`config.mk`:
```
export PLATFORM = sky130hd
export DESIGN_NAME = p2g_unit
export DESIGN_NICKNAME = d
export VERILOG_FILES = /design/src/hdl/p2g_pkg.sv /design/src/hdl/p2g_unit.sv
export SDC_FILE = /design/constraint.sdc
export NUM_CORES = 2
export LEC_CHECK = 0
export BUFFER_PORTS_ARGS = -buffer_cell sky130_fd_sc_hd__clkbuf_2
export CAP_MARGIN = 0
export CORE_MARGIN = 2
export CORE_UTILIZATION = 60
export CTS_BUF_LIST = sky130_fd_sc_hd__clkbuf_8
export CTS_CLUSTER_DIAMETER = 80
export CTS_CLUSTER_SIZE = 8
export DETAILED_ROUTE_END_ITERATION = 8
export PLACE_DENSITY_LB_ADDON = 0.3
export SETUP_SLACK_MARGIN = 0.05
export SLEW_MARGIN = 10
export SYNTH_ARGS = -nofsm -noshare
export SYNTH_HDL_FRONTEND = slang
export SYNTH_SLANG_ARGS = --single-unit
```
`constraint.sdc`:
```
create_clock -name clk -period 8.09 [get_ports clk]
set_input_delay 1.2135 -clock clk [delete_from_list [all_inputs] [get_ports clk]]
set_output_delay 1.2135 -clock clk [all_outputs]
set_load 0.03 [all_outputs]
```
`src/hdl/p2g_pkg.sv`:
```
// ----------------------------------------------------------------------------
// p2g_pkg
// Shared types and constants of the point to grid and repulsion block.
// ----------------------------------------------------------------------------
package p2g_pkg;

	localparam int unsigned UNIT_W   = 64;
	localparam int unsigned GRID_MAX = 1024;

	// Register indexes on the configuration port (byte address is four times this).
	localparam logic [2:0] REG_CELL_SIZE = 3'd0;
	localparam logic [2:0] REG_GRID      = 3'd1;
	localparam logic [2:0] REG_H_LOW     = 3'd2;
	localparam logic [2:0] REG_H_HIGH    = 3'd3;
	localparam logic [2:0] REG_RADIUS    = 3'd4;
	localparam logic [2:0] REG_GAIN      = 3'd5;

	localparam logic [9:0]  RST_CELL_SIZE = 10'd50;
	localparam logic [10:0] RST_GRID      = 11'd50;
	localparam logic [15:0] RST_H_LOW     = 16'd100;
	localparam logic [15:0] RST_H_HIGH    = 16'd1000;
	localparam logic [14:0] RST_RADIUS    = 15'd400;
	localparam logic [15:0] RST_GAIN      = 16'd128;

	typedef enum logic [1:0] {
		OP_MUL  = 2'd0,
		OP_DIV  = 2'd1,
		OP_SQRT = 2'd2
	} unit_op_t;

	typedef struct packed {
		logic             start;
		unit_op_t         op;
		logic [UNIT_W-1:0] opa;
		logic [UNIT_W-1:0] opb;
	} unit_req_t;

	typedef struct packed {
		logic              done;
		logic [UNIT_W-1:0] result;
	} unit_rsp_t;

endpackage

```
`src/hdl/p2g_unit.sv`:
```
// ----------------------------------------------------------------------------
// p2g_unit
// Shared iterative unit: shift-add multiply, restoring divide, integer root.
// ----------------------------------------------------------------------------
module p2g_unit
	import p2g_pkg::*;
(
	input  logic      clk,
	input  logic      arst_n,
	input  unit_req_t req,
	output unit_rsp_t rsp
);

	localparam logic [UNIT_W-1:0] SQRT_TOP = {2'b01, {(UNIT_W-2){1'b0}}};

	logic              busy_q;
	unit_op_t          op_q;
	logic [UNIT_W-1:0] a_q;
	logic [UNIT_W-1:0] b_q;
	logic [UNIT_W-1:0] acc_q;
	logic [UNIT_W:0]   rem_q;
	logic [6:0]        cnt_q;
	logic              finish;
	logic [UNIT_W:0]   rem_sh;
	logic [UNIT_W-1:0] root_sum;

	always_comb begin
		rem_sh   = {rem_q[UNIT_W-1:0], a_q[UNIT_W-1]};
		root_sum = acc_q + b_q;
		case (op_q)
			OP_MUL:  finish = (b_q == '0);
			OP_DIV:  finish = (cnt_q == 7'(UNIT_W));
			OP_SQRT: finish = (b_q == '0);
			default: finish = 1'b1;
		endcase
	end

	assign rsp = {busy_q & finish,
		(op_q == OP_MUL) ? acc_q : (op_q == OP_DIV) ? a_q : acc_q};

	always_ff @(posedge clk or negedge arst_n) begin
		if (!arst_n) begin
			busy_q <= 1'b0;
			op_q   <= OP_MUL;
		end else if (req.start) begin
			busy_q <= 1'b1;
			op_q   <= req.op;
		end else if (busy_q && finish) begin
			busy_q <= 1'b0;
		end
	end

	always_ff @(posedge clk) begin
		if (req.start) begin
			a_q   <= req.opa;
			acc_q <= '0;
			rem_q <= '0;
			cnt_q <= '0;
			b_q   <= (req.op == OP_SQRT) ? SQRT_TOP : req.opb;
			// For the root the operand lives in rem_q, the partial root in acc_q.
			if (req.op == OP_SQRT)
				rem_q <= {1'b0, req.opa};
		end else if (busy_q && !finish) begin
			case (op_q)
				OP_MUL: begin
					if (b_q[0])
						acc_q <= acc_q + a_q;
					a_q <= a_q << 1;
					b_q <= b_q >> 1;
				end
				OP_DIV: begin
					if (rem_sh >= {1'b0, b_q}) begin
						rem_q <= rem_sh - {1'b0, b_q};
						a_q   <= {a_q[UNIT_W-2:0], 1'b1};
					end else begin
						rem_q <= rem_sh;
						a_q   <= {a_q[UNIT_W-2:0], 1'b0};
					end
					cnt_q <= cnt_q + 7'd1;
				end
				OP_SQRT: begin
					if (rem_q[UNIT_W-1:0] >= root_sum) begin
						rem_q <= {1'b0, rem_q[UNIT_W-1:0] - root_sum};
						acc_q <= (acc_q >> 1) + b_q;
					end else begin
						acc_q <= acc_q >> 1;
					end
					b_q <= b_q >> 2;
				end
				default: begin
					cnt_q <= cnt_q;
				end
			endcase
		end
	end

endmodule

```
==> flow_summary.yaml <==
outcome:
  status: "completed"
floorplanning:
  dieArea_um2: 56400
  die_h_um: 237
  dieWidth_um: 237
  rows: 85
  start_util_pct: 60.8
  core_um2: 53800
  ioPinCount: 198
yosys:
  syn_inst: 4414
  synth_xor_area_share_pct: 7.87
  synthAdderAreaFrac_pct: 12.5
  ys_seq_area_share_pct: 22.2
  yosys-mux-area-fraction_pct: 1.47
  async_flop_share_pct: 1.13
  synth_compound_area_share_pct: 31.0
  yosys_warnings: 0
  synthesis.nets: 4871
  syn_area_um2: 32700
  synth-simple-area-share_pct: 19.6
  synth_top_family_by_area: "compound AO/OA/AOI/OAI gates"
  avgSynthCellArea_um2: 7.41
  ys_types: 93
  ys_ff_latch: 266
  ys.flop_type: "edfxtp_1"
  synth_edf_count: 192
routing:
  post_drt_via_cell_ratio: 6.76
  drtIter0Drc: 5009
  ant_nets: 0
  vias: 34796
  wire_per_inst_um: 24.6
  drc: 0
  firstDrtPassIters: 7
  wl_um: 126000
cts:
  root_buffer: "clkbuf_8"
  cts_tree: "built"
  htreeDepth: 2
  cts.sinks: 266
  cts_resized: 0
  clkTransAtPathRegs_ns: 0.08
  clkLatencyLatePin_ns: 0.66
  cts_hold_buf: 0
  postCtsSetupRepairBufs: 0
  cts_made_buffers: 40
  cts_buffer_depth: 3
power_and_ir_drop:
  p_comb_share_pct: 70.9
  ir_drop_mv: 0.277
  total_power_w: 0.0117
  leakage_nw: 15.0
  p_switching_w: 0.00632
  internal_power_w: 0.00541
  seqPwrFrac_pct: 19.7
  p_sw_share_pct: 53.8
  pwr-share-clk_pct: 9.4
  p_per_area_nw_per_um2: 339
place:
  portBuffers: 197
  place_ws_ns: 0.960
  place.gp.congestion: 1.02
  dpl.hpwl_um: 101000
worst_setup_path:
  critical_path_required_ns: 8.61
  crit_path_max_fanout: 55
  criticalPathCategory: "reg -> reg"
  worstSetupStartpointType: "flop"
  worstSetupEndpointType: "flop"
  cp.arrival_ns: 7.99
grt:
  met2_usage_pct: 57.0
  gr-usage-met1_pct: 65.6
  grt.overflow.total: 0
  grtUsageTotal_pct: 43.2
  grt_start_max_net_pins: 178
  use_met3_pct: 14.1
  top_usage_layer: "met1"
  antenna_found_initial: 6
  grt_pass1_vias: 30307
  grt_pass1_wl_um: 186000
sta:
  drv_slew: 0
  layout_min_cycle_time_ns: 7.47
  rsz0062_at_grt: "false"
  finalHoldViolations: 0
  finalCritPeriodShare_pct: 92.3
  slew-limit-headroom_pct: 15.4
  worst_slew_pin_slew_ns: 1.26
  timing.final.ws_setup_ns: 0.620
  finalSetupViolCount: 0
  finClkSkew_ns: 0.0443
  tns_ns: 0
  max_freq_mhz: 134
final_layout:
  drive_gt1_share_pct: 7.78
  nets: 4875
  syn_to_final_growth_pct: 5.79
job:
  max_cap_violations: 0
min_path:
  holdCritPathClass: "in -> async"
[cells in the mapped netlist, types with 126 or more instances]
cell type | number | area [um^2]
a21o_1 | 175 | 1310
a21oi_1 | 488 | 2440
clkbuf_1 | 221 | 830
edfxtp_1 | 192 | 5770
ha_1 | 319 | 3990
inv_1 | 185 | 694
nand2_1 | 527 | 1980
nand3_1 | 150 | 751
nor2_1 | 352 | 1320
o21ai_0 | 314 | 1570
xnor2_1 | 168 | 1470
xor2_1 | 126 | 1100
[power by group through the flow]
| stage | Combinational (W) | Sequential, W | Clock [W] |
|---|---|---|---|
| final | 0.00832 | 0.00231 | 0.00110 |
| after global placement | 0.00800 | 0.00229 | 0 |
| after global routing | 0.00904 | 0.00232 | 0.00114 |
| after detailed placement | 0.00800 | 0.00230 | 0 |
| after floorplan | 0.00620 | 0.00208 | 0 |
| after CTS | 0.00806 | 0.00227 | 0.00110 |
[state kept, by name (all words and copies together) (netlist names)]
signal and count:
cnt_q 7, busy_q 1, rem_q 64, op_q 2, b_q 64, a_q 64
acc_q 64
[layout make-up]
type	instances	area, um^2
diodes	5	12.5
inverters	187	702
clock inverters	27	116
flip-flops and latches	266	7260
repair buffers	227	1270
clock buffers	42	578
fillers	4957	19200
multi-input cells	3696	23800
well taps	696	871
[cells in the final DEF, fill, tap and decap left out, types with 16 or more instances in the layout]
cell type / count
ha_1: 319
nand4_1: 87
nand2b_1: 27
nand3_1: 150
nor2_1: 351
dfxtp_1: 71
and3_1: 31
nor2b_1: 31
a21oi_1: 488
o21a_1: 37
mux2_2: 31
buf_4: 26
o22ai_1: 40
xnor2_1: 168
o21ai_1: 125
o21bai_1: 57
inv_1: 207
nor3_1: 63
a211oi_1: 66
nor4_1: 41
a311oi_1: 16
clkbuf_8: 42
o21ai_0: 313
edfxtp_1: 192
clkbuf_2: 196
o211ai_1: 72
a31oi_1: 39
a21o_1: 175
o31ai_1: 21
xor2_1: 126
a221oi_1: 23
nand2_1: 526
and4_1: 18
and2_1: 21
[routing by layer]
layer  wire, um  vias up
met5          0        -
met4       4010        0
met3      19800      198
met2      48200     2160
met1      54500    16095
li1           -    16343
[final timing paths]
check | startpoint | end | slack (ns) | cells past startpoint
max in group asynchronous | arst_n | busy_q$_DFFE_PN0P_ | 7.60 | 1
min in group clk | cnt_q[6]$_SDFFE_PP0P_ | cnt_q[6]$_SDFFE_PP0P_ | 0.53 | 2
hold reg to reg | cnt_q[6]$_SDFFE_PP0P_ | cnt_q[6]$_SDFFE_PP0P_ | 0.53 | 2
hold / removal | arst_n | op_q[0]$_DFFE_PN0P_ | 0.35 | 1
setup reg to reg | b_q[0]$_DFFE_PP_ | acc_q[59]$_SDFFE_PP0P_ | 0.62 | 27
setup / recovery | b_q[0]$_DFFE_PP_ | acc_q[59]$_SDFFE_PP0P_ | 0.62 | 27
[per-stage QoR]
step / instance area [um^2] / cells / utilization, % / hold slack [ns]
after CTS: 34600 / 5141 / 64.3 / 0.334
after global routing: 34600 / 5142 / 64.3 / 0.349
after floorplan: 32700 / 4414 / - / 0.471
after detailed placement: 33900 / 5072 / 63.0 / 0.511
after global placement: 33900 / 5072 / 63.0 / 0.492
final: 34600 / 5146 / 64.3 / 0.349
[logic make-up (layout without fill, tap and decap cells)]
group,count (synthesis),after routing
AND/OR/NAND/NOR,1401,1401
adder cells (fa/ha/maj),324,324
buffers and inverters,452,483
AO/OA/AOI/OAI,1633,1633
XOR/XNOR,294,294
other,0,5
flip-flops,266,266
multiplexers,44,44
[critical path: stages, from the launching register on]
cell and delay (ns):
edfxtp_1 0.50, ha_1 0.28, fa_1 0.43, a211oi_1 0.25, o21bai_1 0.17, a211oi_1 0.41, o21ai_1 0.24, a211oi_1 0.35
nor3_1 0.12, a211oi_1 0.34, o21bai_1 0.17, a221oi_1 0.41, o21ai_1 0.11, a21oi_1 0.19, xor2_1 0.09, ha_1 0.43
nand2_1 0.13, nor3_1 0.25, a21boi_0 0.23, o2111ai_1 0.14, a31o_2 0.35, nand2_2 0.13, buf_4 0.48, nor2_1 0.35
and3_1 0.29, a21oi_1 0.13, o22ai_1 0.10, a31o_1 0.21
Note: power is estimated with default switching activity, not from simulation.
